--- config.mk ---
export PLATFORM = sky130hd
export DESIGN_NAME = laser_ignition_sequencer_flat
export DESIGN_NICKNAME = d
export VERILOG_FILES = /design/src/sv/lis_pkg.sv /design/src/sv/lis_in_if.sv /design/src/sv/lis_out_if.sv /design/src/sv/lis_cfg.sv /design/src/sv/lis_core.sv /design/src/sv/laser_ignition_sequencer.sv /design/src/flat_wrapper.sv
export SDC_FILE = /design/constraint.sdc
export NUM_CORES = 1
export LEC_CHECK = 0
export BUFFER_PORTS_ARGS = -buffer_cell sky130_fd_sc_hd__buf_2
export CAP_MARGIN = 20
export CORE_ASPECT_RATIO = 1.2
export CORE_MARGIN = 1.5
export CORE_UTILIZATION = 30
export DETAILED_ROUTE_END_ITERATION = 10
export PLACE_DENSITY_LB_ADDON = 0.2
export SYNTH_ARGS = -nofsm -noshare
export SYNTH_HDL_FRONTEND = slang
export SYNTH_SLANG_ARGS = --single-unit
--- constraint.sdc ---
create_clock -name i_clk -period 8.2 [get_ports i_clk]
set_input_delay 1.64 -clock i_clk [delete_from_list [all_inputs] [get_ports i_clk]]
set_output_delay 1.64 -clock i_clk [all_outputs]
set_load 0.02 [all_outputs]
--- src/sv/lis_pkg.sv ---
// Package: shared types, register indexes, status codes and constants of the ignition sequencer
package lis_pkg;

    // Fixed field widths
    localparam int unsigned TICK_W   = 16;
    localparam int unsigned ATT_W    = 8;
    localparam int unsigned SUM_W    = 32;
    localparam int unsigned SAMPLE_W = 16;
    localparam int unsigned THR_W    = 17;
    localparam int unsigned CFG_W    = 16;
    localparam int unsigned IDX_W    = 3;

    // Threshold scaling: ((work_current * CURR_SCALE) >> CURR_FRAC) - CURR_OFFSET
    localparam int unsigned SCALE_W     = 14;
    localparam int unsigned CURR_FRAC   = 15;
    localparam int unsigned PROD_W      = CFG_W + SCALE_W;
    localparam logic [SCALE_W-1:0] CURR_SCALE  = SCALE_W'(15305);
    localparam logic [THR_W-1:0]   CURR_OFFSET = THR_W'(713);

    // Default averaging shift
    localparam int unsigned AVERAGE_SHIFT_DEF = 13;

    // Register reset values
    localparam logic [TICK_W-1:0] PULSE_RST = TICK_W'(100);
    localparam logic [TICK_W-1:0] PAUSE_RST = TICK_W'(100);
    localparam logic [TICK_W-1:0] POLL_RST  = TICK_W'(8192);
    localparam logic [ATT_W-1:0]  MAXATT_RST = ATT_W'(10);
    // threshold for a work current of zero
    localparam logic [THR_W-1:0]  THR_RST   = THR_W'(0) - CURR_OFFSET;

    // Register indexes
    typedef enum logic [IDX_W-1:0] {
        REG_PULSE   = 3'd0,
        REG_PAUSE   = 3'd1,
        REG_POLL    = 3'd2,
        REG_MAXATT  = 3'd3,
        REG_WORKCUR = 3'd4
    } t_reg_idx;

    // Result status codes
    typedef enum logic [1:0] {
        ST_WAIT = 2'd0,
        ST_OK   = 2'd1,
        ST_FAIL = 2'd2
    } t_status;

    // Configuration as seen by the sequencer core
    typedef struct packed {
        logic [TICK_W-1:0]       pulse_ticks;
        logic [TICK_W-1:0]       pause_ticks;
        logic [TICK_W-1:0]       polling_ticks;
        logic [ATT_W-1:0]        max_attempts;
        logic signed [THR_W-1:0] threshold;
    } t_cfg;

endpackage

--- src/sv/lis_in_if.sv ---
// Interface: input tick channel (start request and current sample)
interface lis_in_if;
    logic               valid;
    logic               ready;
    logic               start_request;
    logic signed [15:0] current_sample;

    modport source (output valid, start_request, current_sample, input ready);
    modport sink   (input valid, start_request, current_sample, output ready);
endinterface

--- src/sv/lis_out_if.sv ---
// Interface: result channel (status and drive outputs)
interface lis_out_if;
    logic       valid;
    logic       ready;
    logic [1:0] status;
    logic       lightup_drive;
    logic       backlight_drive;
    logic       current_loop_enable;

    modport source (output valid, status, lightup_drive, backlight_drive,
                    current_loop_enable, input ready);
    modport sink   (input valid, status, lightup_drive, backlight_drive,
                    current_loop_enable, output ready);
endinterface

--- src/sv/lis_cfg.sv ---
// Configuration register file, with the polling threshold worked out at write time
module lis_cfg (
    input  logic                      i_clk,
    input  logic                      i_rst_n,
    input  logic                      i_cfg_we,
    input  logic [lis_pkg::IDX_W-1:0] i_cfg_idx,
    input  logic [lis_pkg::CFG_W-1:0] i_cfg_data,
    output lis_pkg::t_cfg             o_cfg
);
    import lis_pkg::*;

    t_cfg                r_cfg;
    logic [PROD_W-1:0]   prod;
    logic [THR_W-1:0]    thr_new;

    // threshold = (work_current * scale >> frac) - offset
    assign prod    = PROD_W'(i_cfg_data) * PROD_W'(CURR_SCALE);
    assign thr_new = THR_W'(prod[PROD_W-1:CURR_FRAC]) - CURR_OFFSET;

    // Register writes; unknown indexes are ignored
    always_ff @(posedge i_clk) begin
        if (!i_rst_n) begin
            r_cfg.pulse_ticks   <= PULSE_RST;
            r_cfg.pause_ticks   <= PAUSE_RST;
            r_cfg.polling_ticks <= POLL_RST;
            r_cfg.max_attempts  <= MAXATT_RST;
            r_cfg.threshold     <= THR_RST;
        end else if (i_cfg_we) begin
            unique case (i_cfg_idx)
                REG_PULSE:   r_cfg.pulse_ticks   <= i_cfg_data;
                REG_PAUSE:   r_cfg.pause_ticks   <= i_cfg_data;
                REG_POLL:    r_cfg.polling_ticks <= i_cfg_data;
                REG_MAXATT:  r_cfg.max_attempts  <= i_cfg_data[ATT_W-1:0];
                REG_WORKCUR: r_cfg.threshold     <= thr_new;
                default: ;
            endcase
        end
    end

    assign o_cfg = r_cfg;

endmodule

--- src/sv/lis_core.sv ---
// Sequencer core: tick state, phase machine and registered result
module lis_core #(
    parameter int unsigned AVERAGE_SHIFT = lis_pkg::AVERAGE_SHIFT_DEF
) (
    input  logic          i_clk,
    input  logic          i_rst_n,
    input  lis_pkg::t_cfg i_cfg,
    lis_in_if.sink        i_item,
    lis_out_if.source     o_result
);
    import lis_pkg::*;

    typedef enum logic [1:0] {
        PH_FREE  = 2'd0,
        PH_PULSE = 2'd1,
        PH_PAUSE = 2'd2,
        PH_POLL  = 2'd3
    } t_phase;

    // State
    t_phase             r_phase,   n_phase;
    logic [TICK_W-1:0]  r_cnt,     n_cnt;
    logic [SUM_W-1:0]   r_sum,     n_sum;
    logic [ATT_W-1:0]   r_att,     n_att;
    logic               r_pend,    n_pend;
    logic               r_started, n_started;
    logic               r_busy,    n_busy;
    logic               r_first,   n_first;
    logic               r_lu,      n_lu;
    logic               r_bl,      n_bl;
    logic               r_le,      n_le;
    // Result register
    logic               r_valid;
    t_status            r_status,  n_status;

    logic               accept;
    logic [TICK_W-1:0]  len;
    logic [TICK_W-1:0]  cnt_v;
    logic               cont;
    logic               finish;
    t_status            att_res;
    logic signed [SUM_W-1:0] avg;
    logic signed [SUM_W-1:0] thr_ext;
    logic [SUM_W-1:0]   sample_ext;

    // Skid via output register: take a new item whenever the result slot frees
    assign i_item.ready = !r_valid || o_result.ready;
    assign accept       = i_item.valid && i_item.ready;

    assign sample_ext = SUM_W'(i_item.current_sample) |
                        ({SUM_W{i_item.current_sample[SAMPLE_W-1]}} << SAMPLE_W);
    assign avg        = $signed(r_sum) >>> AVERAGE_SHIFT;
    assign thr_ext    = SUM_W'(i_cfg.threshold) |
                        ({SUM_W{i_cfg.threshold[THR_W-1]}} << THR_W);

    // Next state for one tick
    always_comb begin
        n_phase   = r_phase;
        n_cnt     = r_cnt;
        n_sum     = r_sum;
        n_att     = r_att;
        n_pend    = r_pend || i_item.start_request;
        n_started = r_started;
        n_busy    = r_busy;
        n_first   = r_first;
        n_lu      = r_lu;
        n_bl      = r_bl;
        n_le      = r_le;
        n_status  = ST_WAIT;
        att_res   = ST_WAIT;
        finish    = 1'b0;
        len       = i_cfg.polling_ticks;
        cnt_v     = r_cnt;
        cont      = 1'b0;

        if (n_pend) begin
            // sequence start
            if (!r_started) begin
                n_bl      = 1'b1;
                n_started = 1'b1;
                n_att     = '0;
                n_busy    = 1'b0;
            end
            if (n_phase == PH_FREE) begin
                n_phase = PH_PULSE;
            end

            // phase length and entry actions
            case (n_phase)
                PH_PULSE: begin
                    len = i_cfg.pulse_ticks;
                    if (!n_busy) n_lu = 1'b1;
                end
                PH_PAUSE: len = i_cfg.pause_ticks;
                default: begin
                    len = i_cfg.polling_ticks;
                    if (!n_busy) n_sum = '0;
                end
            endcase

            // tick counter: load on entry, count down; zero length acts as one
            cnt_v = n_busy ? r_cnt : len;
            if (cnt_v != '0) cnt_v = cnt_v - TICK_W'(1);
            cont   = (cnt_v != '0);
            n_cnt  = cnt_v;
            n_busy = cont;

            // phase end
            case (n_phase)
                PH_PULSE: begin
                    if (!cont) begin
                        n_lu    = 1'b0;
                        n_phase = PH_PAUSE;
                    end
                end
                PH_PAUSE: begin
                    if (!cont) n_phase = PH_POLL;
                end
                default: begin
                    if (cont) begin
                        n_sum = n_sum + sample_ext;
                    end else begin
                        n_sum   = '0;
                        n_phase = PH_FREE;
                        att_res = (avg > thr_ext) ? ST_OK : ST_FAIL;
                    end
                end
            endcase

            // attempt outcome
            if (att_res == ST_OK) begin
                n_status = ST_OK;
                finish   = 1'b1;
            end else if (att_res == ST_FAIL) begin
                if (r_first) begin
                    n_att = n_att + ATT_W'(1);
                    if (n_att >= i_cfg.max_attempts) begin
                        n_status = ST_FAIL;
                        finish   = 1'b1;
                    end
                end else begin
                    n_status = ST_FAIL;
                    finish   = 1'b1;
                end
            end

            // sequence end; the first one also enables the current loop
            if (finish) begin
                n_pend    = 1'b0;
                n_started = 1'b0;
                n_busy    = 1'b0;
                if (r_first) n_le = 1'b1;
                n_first   = 1'b0;
                n_bl      = 1'b0;
            end
        end
    end

    // State and result registers
    always_ff @(posedge i_clk) begin
        if (!i_rst_n) begin
            r_phase   <= PH_FREE;
            r_cnt     <= '0;
            r_sum     <= '0;
            r_att     <= '0;
            r_pend    <= 1'b1;
            r_started <= 1'b0;
            r_busy    <= 1'b0;
            r_first   <= 1'b1;
            r_lu      <= 1'b0;
            r_bl      <= 1'b0;
            r_le      <= 1'b0;
            r_valid   <= 1'b0;
            r_status  <= ST_WAIT;
        end else begin
            if (accept) begin
                r_phase   <= n_phase;
                r_cnt     <= n_cnt;
                r_sum     <= n_sum;
                r_att     <= n_att;
                r_pend    <= n_pend;
                r_started <= n_started;
                r_busy    <= n_busy;
                r_first   <= n_first;
                r_lu      <= n_lu;
                r_bl      <= n_bl;
                r_le      <= n_le;
                r_status  <= n_status;
                r_valid   <= 1'b1;
            end else if (o_result.ready) begin
                r_valid   <= 1'b0;
            end
        end
    end

    assign o_result.valid               = r_valid;
    assign o_result.status              = r_status;
    assign o_result.lightup_drive       = r_lu;
    assign o_result.backlight_drive     = r_bl;
    assign o_result.current_loop_enable = r_le;

endmodule

--- src/sv/laser_ignition_sequencer.sv ---
// Top level: laser ignition sequencer with configuration port and item channels
//
// Each input item is one tick carrying a start request and a signed current sample; each
// accepted item yields exactly one result item (status, light-up drive, backlight drive,
// current-loop enable) in the next cycle. One item is accepted every clock cycle unless the
// output stalls: the tick's whole update runs in a single pass from the state registers to
// the result register, and the result register frees for the next item as soon as the sink
// takes the previous one, so throughput is limited only by the output's ready. The polling
// threshold is computed from work_current when that register is written, so configuration
// takes effect on the very next item. After reset a start request is already pending.
module laser_ignition_sequencer #(
    parameter int unsigned AVERAGE_SHIFT = lis_pkg::AVERAGE_SHIFT_DEF
) (
    input  logic                      i_clk,
    input  logic                      i_rst_n,
    input  logic                      i_cfg_we,
    input  logic [lis_pkg::IDX_W-1:0] i_cfg_idx,
    input  logic [lis_pkg::CFG_W-1:0] i_cfg_data,
    lis_in_if.sink                    i_item,
    lis_out_if.source                 o_result
);
    import lis_pkg::*;

    t_cfg cfg;

    // Configuration registers
    lis_cfg u_cfg (
        .i_clk      (i_clk),
        .i_rst_n    (i_rst_n),
        .i_cfg_we   (i_cfg_we),
        .i_cfg_idx  (i_cfg_idx),
        .i_cfg_data (i_cfg_data),
        .o_cfg      (cfg)
    );

    // Sequencer
    lis_core #(
        .AVERAGE_SHIFT (AVERAGE_SHIFT)
    ) u_core (
        .i_clk    (i_clk),
        .i_rst_n  (i_rst_n),
        .i_cfg    (cfg),
        .i_item   (i_item),
        .o_result (o_result)
    );

    // Light-up pulse only ever runs inside a started sequence
    a_lightup_in_seq: assert property (@(posedge i_clk) disable iff (!i_rst_n)
        o_result.valid && o_result.lightup_drive |-> o_result.backlight_drive)
        else $error("light-up drive without backlight");

    // A final status ends the sequence, so the backlight is off with it
    a_final_ends_seq: assert property (@(posedge i_clk) disable iff (!i_rst_n)
        o_result.valid && (o_result.status != ST_WAIT) |->
            !o_result.backlight_drive && !o_result.lightup_drive)
        else $error("final status while sequence still running");

    // Status is never the unused code
    a_status_code: assert property (@(posedge i_clk) disable iff (!i_rst_n)
        o_result.valid |->
            (o_result.status == ST_WAIT) || (o_result.status == ST_OK) ||
            (o_result.status == ST_FAIL))
        else $error("bad status code");

    // Current loop, once enabled, stays enabled
    a_loop_sticky: assert property (@(posedge i_clk) disable iff (!i_rst_n)
        $past(i_rst_n) && $past(o_result.valid) && $past(o_result.current_loop_enable) |->
            !o_result.valid || o_result.current_loop_enable)
        else $error("current loop enable dropped");

endmodule
--- src/flat_wrapper.sv ---
// flat-port wrapper written by rule: the top's interface ports become plain ports
module laser_ignition_sequencer_flat import lis_pkg::*;
#(
    parameter int unsigned AVERAGE_SHIFT = lis_pkg::AVERAGE_SHIFT_DEF
)
  (i_clk, i_rst_n, i_cfg_we, i_cfg_idx, i_cfg_data, i_item_valid, i_item_start_request, i_item_current_sample, i_item_ready, o_result_valid, o_result_status, o_result_lightup_drive, o_result_backlight_drive, o_result_current_loop_enable, o_result_ready);
  lis_in_if i_item_i ();
  lis_out_if o_result_i ();
  input  logic i_clk;
  input  logic i_rst_n;
  input  logic i_cfg_we;
  input  logic [lis_pkg::IDX_W-1:0] i_cfg_idx;
  input  logic [lis_pkg::CFG_W-1:0] i_cfg_data;
  input wire logic [$bits(i_item_i.valid)-1:0] i_item_valid;
  input wire logic [$bits(i_item_i.start_request)-1:0] i_item_start_request;
  input wire logic [$bits(i_item_i.current_sample)-1:0] i_item_current_sample;
  output wire logic [$bits(i_item_i.ready)-1:0] i_item_ready;
  output wire logic [$bits(o_result_i.valid)-1:0] o_result_valid;
  output wire logic [$bits(o_result_i.status)-1:0] o_result_status;
  output wire logic [$bits(o_result_i.lightup_drive)-1:0] o_result_lightup_drive;
  output wire logic [$bits(o_result_i.backlight_drive)-1:0] o_result_backlight_drive;
  output wire logic [$bits(o_result_i.current_loop_enable)-1:0] o_result_current_loop_enable;
  input wire logic [$bits(o_result_i.ready)-1:0] o_result_ready;
  assign i_item_i.valid = i_item_valid;
  assign i_item_i.start_request = i_item_start_request;
  assign i_item_i.current_sample = i_item_current_sample;
  assign i_item_ready = i_item_i.ready;
  assign o_result_valid = o_result_i.valid;
  assign o_result_status = o_result_i.status;
  assign o_result_lightup_drive = o_result_i.lightup_drive;
  assign o_result_backlight_drive = o_result_i.backlight_drive;
  assign o_result_current_loop_enable = o_result_i.current_loop_enable;
  assign o_result_i.ready = o_result_ready;
  laser_ignition_sequencer #(.AVERAGE_SHIFT(AVERAGE_SHIFT)) u_core (.i_clk(i_clk), .i_rst_n(i_rst_n), .i_cfg_we(i_cfg_we), .i_cfg_idx(i_cfg_idx), .i_cfg_data(i_cfg_data), .i_item(i_item_i), .o_result(o_result_i));
endmodule
# ---- Word-level counts from Yosys, hierarchy flattened
# Cells that the tools add are included.
dict set report op_classes {
  bitwise_logic 2
  add_sub_neg 4
  n_lt_le_gt_ge 2
  multipliers 1
  n_eq_ne 9
  muxes 48
  n_reduce_logical 19
}
# operator count
set ops {}
lappend ops {{$mux 32} 5}
lappend ops {{$mux 16} 4}
lappend ops {{$or 32x32->32} 2}
lappend ops {{$mux 8} 5}
lappend ops {{$add 32x32->32} 1}
lappend ops {{$gt 19x32->1} 1}
lappend ops {{$pmux 16 s2} 1}
lappend ops {{$reduce_bool 16->1} 2}
lappend ops {{$mul 16x14->30 const B} 1}
lappend ops {{$mux 2} 14}
lappend ops {{$mux 1} 18}
lappend ops {{$sub 15x10->16 const B} 1}
lappend ops {{$sub 16x1->16 const B} 1}
lappend ops {{$reduce_and 2->1} 6}
lappend ops {{$add 8x1->8 const B} 1}
lappend ops {{$ge 8x8->1} 1}
lappend ops {{$eq 3x2->1 const B} 2}
lappend ops {{$reduce_and 3->1} 2}
lappend ops {{$eq 2x1->1 const B} 2}
lappend ops {{$eq 2x2->1 const B} 2}
lappend ops {{$pmux 2 s2} 1}
lappend ops {{$reduce_and 4->1} 1}
lappend ops {{$eq 3x1->1 const B} 1}
lappend ops {{$eq 3x3->1 const B} 1}
lappend ops {{8 further kinds} 9}
dict set report totals {
  ff_bits 141
  elab_cells 103
  input_bits 41
}

# ---- Depth between registers and ports, before layout
# Gate-level depths: netlist of the first run.
dict set report depth {
  ltp_word 20
  ltp_mapped 26
  ltp_nobuf 26
}

# ---- By module
# Synthesis of the first run repeated with hierarchy kept, for this count alone.
dict set report hier_totals {
  hier_cells 1662
  hier_area_um2 13843.3
}
# module area_each_um2 seq_area_each_um2 instances cells_each
set by_module_without_submodules {}
lappend by_module_without_submodules {lis_cfg 7365.8 1441.4 1 806}
lappend by_module_without_submodules {lis_core 6477.5 1361.3 1 856}

# ---- Worst setup path before layout of the first run
# Ideal clock, no wire load.
dict set report synth_timing {
  kind {in2reg}
  start {in i_cfg_data[3] in the netlist's numbering}
  end {reg u_core.u_cfg.r_cfg, in the netlist u_core.u_cfg.o_cfg[14]}
  t_required_ps 8109
  setup_slack_ps 594
  t_arrival_ps 7515
  stages 24
  path_cell_list {inv_1 -> fa_1 -> fa_1 -> inv_1 -> fa_1 -> fa_1 -> fa_1 -> inv_1 -> fa_1 -> inv_1 -> ha_1 -> a21o_1 -> nand2_1 -> o21ai_0 -> or3_1 -> nand2_1 -> ha_1 -> inv_1 -> a2111oi_0 -> a211oi_1 -> o31ai_1 -> a21oi_1 -> o211a_1 -> a311oi_1}
}
dict set report synth_via {
  elab_chain_len 2
}
# item line
set synth_lines {}
lappend synth_lines {{start, declared} flat_wrapper.sv:13} ;# input logic [lis_pkg::CFG_W-1:0] i_cfg_data;
lappend synth_lines {{$mul 16x14->30} lis_cfg.sv:17} ;# assign prod = PROD_W'(i_cfg_data) * PROD_W'(CURR_SCALE);
lappend synth_lines {{$sub 15x10->16} lis_cfg.sv:18} ;# assign thr_new = THR_W'(prod[PROD_W-1:CURR_FRAC]) - CURR_OFFSET;
lappend synth_lines {{end, declared} lis_cfg.sv:12} ;# t_cfg r_cfg;
# Every way passes these cells.
# A chain may end at the register's enable or synchronous reset.

# ---- Worst setup path after layout of the first run
dict set report layout_timing {
  start {in i_cfg_data[1] in the netlist's numbering}
  end {reg u_core.u_cfg.r_cfg, in the netlist u_core.u_cfg.o_cfg[14]}
}
# Same word-level chain as after synthesis.

==> results of run 1 <==
[flip-flops by register name (all words and copies together) (netlist names), 2 cells and up]
register and flops:
u_core.u_core.o_result.status 2, u_core.u_core.r_sum 32, u_core.u_core.r_cnt 16, u_core.u_core.r_att 8, u_core.u_core.r_phase 2, u_core.u_cfg.o_cfg 72
[worst max path at each step]
| stage | startpoint | endpoint | cells past startpoint |
|---|---|---|---|
| floorplan | i_cfg_data[3] | u_core.u_cfg.o_cfg[14] | 24 |
| global placement | i_cfg_data[4] | u_core.u_cfg.o_cfg[14] | 27 |
| detailed placement | i_cfg_data[5] | u_core.u_cfg.o_cfg[14] | 28 |
| CTS | i_cfg_data[5] | u_core.u_cfg.o_cfg[14] | 28 |
| global route | i_cfg_data[1] | u_core.u_cfg.o_cfg[14] | 26 |
| finish | i_cfg_data[1] | u_core.u_cfg.o_cfg[14] | 26 |
[cell usage in the layout (no fill, tap or decap), drive strengths merged, types with 34 or more instances in the layout]
cell / n
ha: 166
nand3: 49
xnor2: 39
nand2: 205
a21o: 42
fa: 84
o211ai: 35
o21ai: 34
dfxtp: 140
nor2: 82
a21oi: 165
inv: 175
nor2b: 38
buf: 77
[tightest hold or removal path, delay by kind of cell, from the launching register on]
| family | cells | cell delay (ns) |
|---|---|---|
| AO/OA/AOI/OAI | 1 | 0.05 |
| flip-flops | 1 | 0.31 |
| AND/OR/NAND/NOR | 1 | 0.05 |
[per-layer routing]
layer  share of wire [%]  up-vias  GRT usage (%)
met1                  48     5447           21.6
met5               0.045        -              0
met2                  48      160           27.6
met4                 2.2        2           4.84
met3                 2.5       43           1.97
li1                    -     5881              -
[area by class of cell]
type | count | area (µm²)
tap | 609 | 762
clock inverter | 14 | 149
timing repair buffer | 77 | 460
sequential | 140 | 2800
fill | 4835 | 29800
inverter | 167 | 628
clock buffer | 18 | 429
multi-input combinational | 1285 | 10000
[kinds of logic (layout without fill, tap and decap cells)]
group,Yosys count,in the layout,share of synthesized area [%]
flops,140,140,20.3
simple gates,535,535,19.2
xor+xnor,64,64,4.12
compound gates,407,407,19.9
fa+ha+maj,250,250,27.3
mux,29,29,2.14
buf+inv,241,276,6.97
[per-stage QoR]
step	instance area (µm²)	setup WS (ns)	hold slack [ns]	utilization (%)
after global routing	15300	0.0600	0.469	33.9
after global placement	14700	0.197	0.434	32.6
after floorplan	13800	0.594	0.427	-
after detailed placement	14700	0.0268	0.439	32.6
after CTS	15300	0.490	0.449	33.9
final	15300	0.557	0.447	33.9
[report_power, final]
part / switching (W) / leakage [nW] / internal, W
logic: 0.00247 / 5.59 / 0.00183
registers: 0.0000160 / 1.14 / 0.000709
clock network: 0.000343 / 0.279 / 0.000430
total: 0.00283 / 7.01 / 0.00297
==> results.json, run 1 <==
{
  "crit_top_cell": "fa_1",
  "cp_slowest_cell": "fa_1",
  "synth_cells": 1666,
  "cp-start-kind": "primary input",
  "place.gp.congestion": 0.870,
  "grt_usage_pct": 16.3,
  "synthFlopType": "dfxtp_1",
  "syn_area_per_cell_um2": 8.27,
  "clk_pin_slew_ns": 0.07,
  "row_count": 85,
  "hold_buffers": 0,
  "period_minus_slack_ns": 7.64,
  "crit_type": "primary input to flop",
  "finalCritPeriodShare_pct": 93.2,
  "fin_cells": 2310,
  "start_util_pct": 30.6,
  "area_growth_pct": 10.8,
  "synth_edf_count": 0,
  "finalWirelength_um": 37400,
  "clockRootBuffer": "clkbuf_16",
  "htree_levels": 4,
  "rsz0062_at_grt": "false",
  "clock_path_buffers": 2,
  "r2r_slack_ns": 3.31,
  "cts_resized": 0,
  "die_h_um": 238,
  "synthDistinctLibCells": 90,
  "end_kind": "flop",
  "power_density_nw_per_um2": 380,
  "chipWidth_um": 199,
  "synth_top_area_share_pct": 20.3,
  "final.setup.tns_ns": 0,
  "r2r_end": "u_core.u_core.r_sum[31]",
  "drc": 0,
  "io_buffers": 47,
  "synth_largest_area_cell": "dfxtp_1",
  "worst-path-max-fanout": 9,
  "synth.cell_area_um2": 13800,
  "synth_area_leaders": "dfxtp_1, ha_1, fa_1",
  "maxSlewHeadroom_pct": 41.6,
  "synth_seq_area_share_pct": 20.3,
  "arrival_ns": 7.99,
  "slew_violations": 0,
  "hold_violations": 0,
  "synth_most_common_cell": "nand2_1",
  "p_leak_nw": 7.01,
  "hold_start": "u_core.u_core.r_sum[2]",
  "grt_pass1_vias": 11500,
  "peakVddDrop_v": 0.000403,
  "fin_skew_ns": 0.0110,
  "coreArea_um2": 45100,
  "r2r_cells": 15,
  "crit_path_max_incr_delay_ns": 0.54,
  "hpwl_um": 28600,
  "dp.cells": 2278,
  "drv_cap": 0,
  "p_total_w": 0.00580,
  "grt_pass1_wl_um": 61100,
  "whs_path_depth": 2,
  "syn_nets": 1957,
  "setup_viol": 0,
  "vias": 11500,
  "ant_nets": 0,
  "worst_slew_pin_slew_ns": 0.869,
  "drt_iter0_drc": 646,
  "drive_gt1_share_pct": 8.64,
  "r2r-start": "u_core.u_core.r_started",
  "status": "finished clean",
  "dieArea_um2": 47200,
  "antenna_found_initial": 1,
  "critPathBufInv": 7,
  "synthTopCellsByCount": "nand2_1, inv_1, ha_1, a21oi_1, dfxtp_1",
  "clock_latency_ns": 0.44,
  "required_ns": 8.55,
  "cts_tree": "done",
  "cts.sinks": 140,
  "ys_ff_latch": 140,
  "fmaxAchievable_ghz": 0.131,
  "grt_overflow": 0,
  "wl_per_cell_um": 16.2,
  "grt_max_degree": 73,
  "worstHoldPathType": "flop to flop",
  "cts_setup_buffers": 0,
  "cts_buffers": 17,
  "drt-pass1-iter-count": 5,
  "cp_top_family": "adder cells",
  "nets": 1979,
  "whs_endpoint": "u_core.u_core.r_sum[2]",
  "io_pins": 48,
  "async_flop_share_pct": 0,
  "viasPerCell": 4.99,
  "diodes": 0,
  "yosys_warnings": 0
}
Power figures use the tool's default switching activity.
==> inputs of run 2 (changes only) <==
- CORE_UTILIZATION: 30 -> 55
==> run 2 against run 1 <==
  * Sequential cell count is the same
  * Setup slack worse by 0.084 ns
  * Combinational power decreased by 3%
  * Via count increased by 2.0%
  * Largest power group unchanged
  * Sequential share of layout area up 0.41 points
  * Largest cell class unchanged
  * Clock skew grew 0.0047 ns
==> results.json, run 2 (synthesis gave the netlist of run 1 again) <==
{
  "clock_latency_ns": 0.44,
  "grt_usage_pct": 26.8,
  "grt_pass1_vias": 11300,
  "hold_start": "u_core.u_core.r_sum[7]",
  "cts_tree": "done",
  "end_kind": "flop",
  "power_density_nw_per_um2": 382,
  "placed_area_um2": 14300,
  "finalWirelength_um": 33900,
  "final_common_cell": "nand2_1",
  "antenna_found_initial": 1,
  "chipWidth_um": 148,
  "dieArea_um2": 26000,
  "cp-start-kind": "primary input",
  "cts_buffers": 17,
  "r2r_cells": 12,
  "fmaxAchievable_ghz": 0.129,
  "viasPerCell": 5.81,
  "drt-pass1-iter-count": 5,
  "final_cell_mix": "nand2_1, inv_1, ha_1",
  "cts_resized": 0,
  "clk_pin_slew_ns": 0.07,
  "r2r_slack_ns": 3.22,
  "htree_levels": 4,
  "clock_path_buffers": 2,
  "final.setup.tns_ns": 0,
  "p_leak_nw": 7.01,
  "arrival_ns": 8.06,
  "fin_skew_ns": 0.0157,
  "place_ws_ns": 0.0166,
  "status": "finished clean",
  "finalCritPeriodShare_pct": 94.2,
  "drc": 0,
  "ff_latch_area_um2": 2800,
  "io_buffers": 47,
  "hpwl_um": 25700,
  "multi_input_area_um2": 10000,
  "place.gp.congestion": 0.941,
  "nets": 1976,
  "stdcell_area_um2": 14900,
  "fin_ws_ns": 0.473,
  "fill_cells": 2242,
  "vias": 11800,
  "drv_cap": 0,
  "slew_violations": 0,
  "cts_setup_buffers": 0,
  "holdWs_ns": 0.449,
  "largest_reg_flops": 72,
  "period_minus_slack_ns": 7.73,
  "required_ns": 8.53,
  "drt_iter0_drc": 708,
  "grt_max_degree": 83,
  "io_pins": 48,
  "r2r_end": "u_core.u_core.r_started",
  "die_h_um": 176,
  "rsz0062_at_grt": "false",
  "clockRootBuffer": "clkbuf_16",
  "p_total_w": 0.00571,
  "worstHoldPathType": "flop to flop",
  "wl_per_cell_um": 16.8,
  "hold_buffers": 0,
  "worst-path-max-fanout": 9,
  "r2r-start": "u_core.u_core.r_started",
  "hold_violations": 0,
  "setup_viol": 0,
  "whs_endpoint": "u_core.u_core.r_sum[7]",
  "start_util_pct": 55.9,
  "maxSlewHeadroom_pct": 32.7,
  "ant_nets": 0,
  "area_growth_pct": 8.35,
  "grt_pass1_wl_um": 56100,
  "peakVddDrop_v": 0.000459,
  "grt_overflow": 0,
  "whs_path_depth": 2,
  "row_count": 63,
  "crit_type": "primary input to flop",
  "coreArea_um2": 24700,
  "drive_gt1_share_pct": 8.54,
  "cts.sinks": 140,
  "worst_slew_pin_slew_ns": 1.01
}
==> run 2: cell count changes in the layout (fill, tap and decap cells not counted), moves of 2 or more <==
| cell | delta |
|---|---|
| buf_4 | -4 |
| inv_6 | -5 |
| inv_8 | +4 |
| clkinv_8 | +4 |
| clkinvlp_4 | -2 |
==> run 2: worst max-delay path by stage <==
stage | cells past startpoint | slack (ns) | startpoint | to
after detailed placement | 26 | 0.02 | i_cfg_data[1] | u_core.u_cfg.o_cfg[14]
final | 26 | 0.47 | i_cfg_data[1] | u_core.u_cfg.o_cfg[14]
after global placement | 26 | 0.25 | i_cfg_data[1] | u_core.u_cfg.o_cfg[14]
after CTS | 26 | 0.48 | i_cfg_data[1] | u_core.u_cfg.o_cfg[14]
after global routing | 26 | 0.02 | i_cfg_data[1] | u_core.u_cfg.o_cfg[14]
after floorplan | 24 | 0.59 | i_cfg_data[3] | u_core.u_cfg.o_cfg[14]
==> run 2: through the flow <==
step | std cells | util (%)
final | 2024 | 60.5
after global routing | 2024 | 60.5
after CTS | 2023 | 60.5
after detailed placement | 1991 | 58.0
after global placement | 1990 | 58.0
after floorplan | 1666 | -
==> run 2: worst max-delay path: stages <==
cell       delay [ns]
buf_2            0.21
inv_1            0.12
fa_1             0.51
fa_1             0.51
inv_1            0.06
fa_1             0.52
fa_1             0.53
fa_1             0.55
inv_1            0.05
fa_1             0.49
inv_1            0.04
ha_1             0.34
a21o_1           0.19
nand2_1          0.13
o21ai_0          0.15
or3_1            0.32
nand2_1          0.07
ha_1             0.19
inv_1            0.05
a2111oi_0        0.33
a211oi_1         0.16
o31ai_1          0.22
buf_4            0.16
a21oi_1          0.08
o211a_1          0.20
a311oi_1         0.24
==> run 2: per-layer routing <==
metal  GRT usage (%)  routed length [µm]  vias up
met3            3.36                1380       61
met4            9.88                1090        0
li1                -                   -     5859
met2            46.2               16300      285
met5               0                   0        -
met1            34.4               15100     5556
==> run 2: power by group <==
part	leakage [nW]	internal [W]	switching [W]
registers	1.14	0.000709	0.0000165
clock network	0.299	0.000417	0.000375
logic	5.58	0.00177	0.00241
==> run 2: area by class of cell <==
cell class | instances | area share (%)
Tap cell | 325 | 2.72
Clock buffer | 17 | 2.85
Timing Repair Buffer | 74 | 2.96
Multi-Input combinational cell | 1285 | 67.2
Sequential cell | 140 | 18.8
Inverter | 167 | 4.21
Antenna cell | 1 | 0.0168
Clock inverter | 15 | 1.25
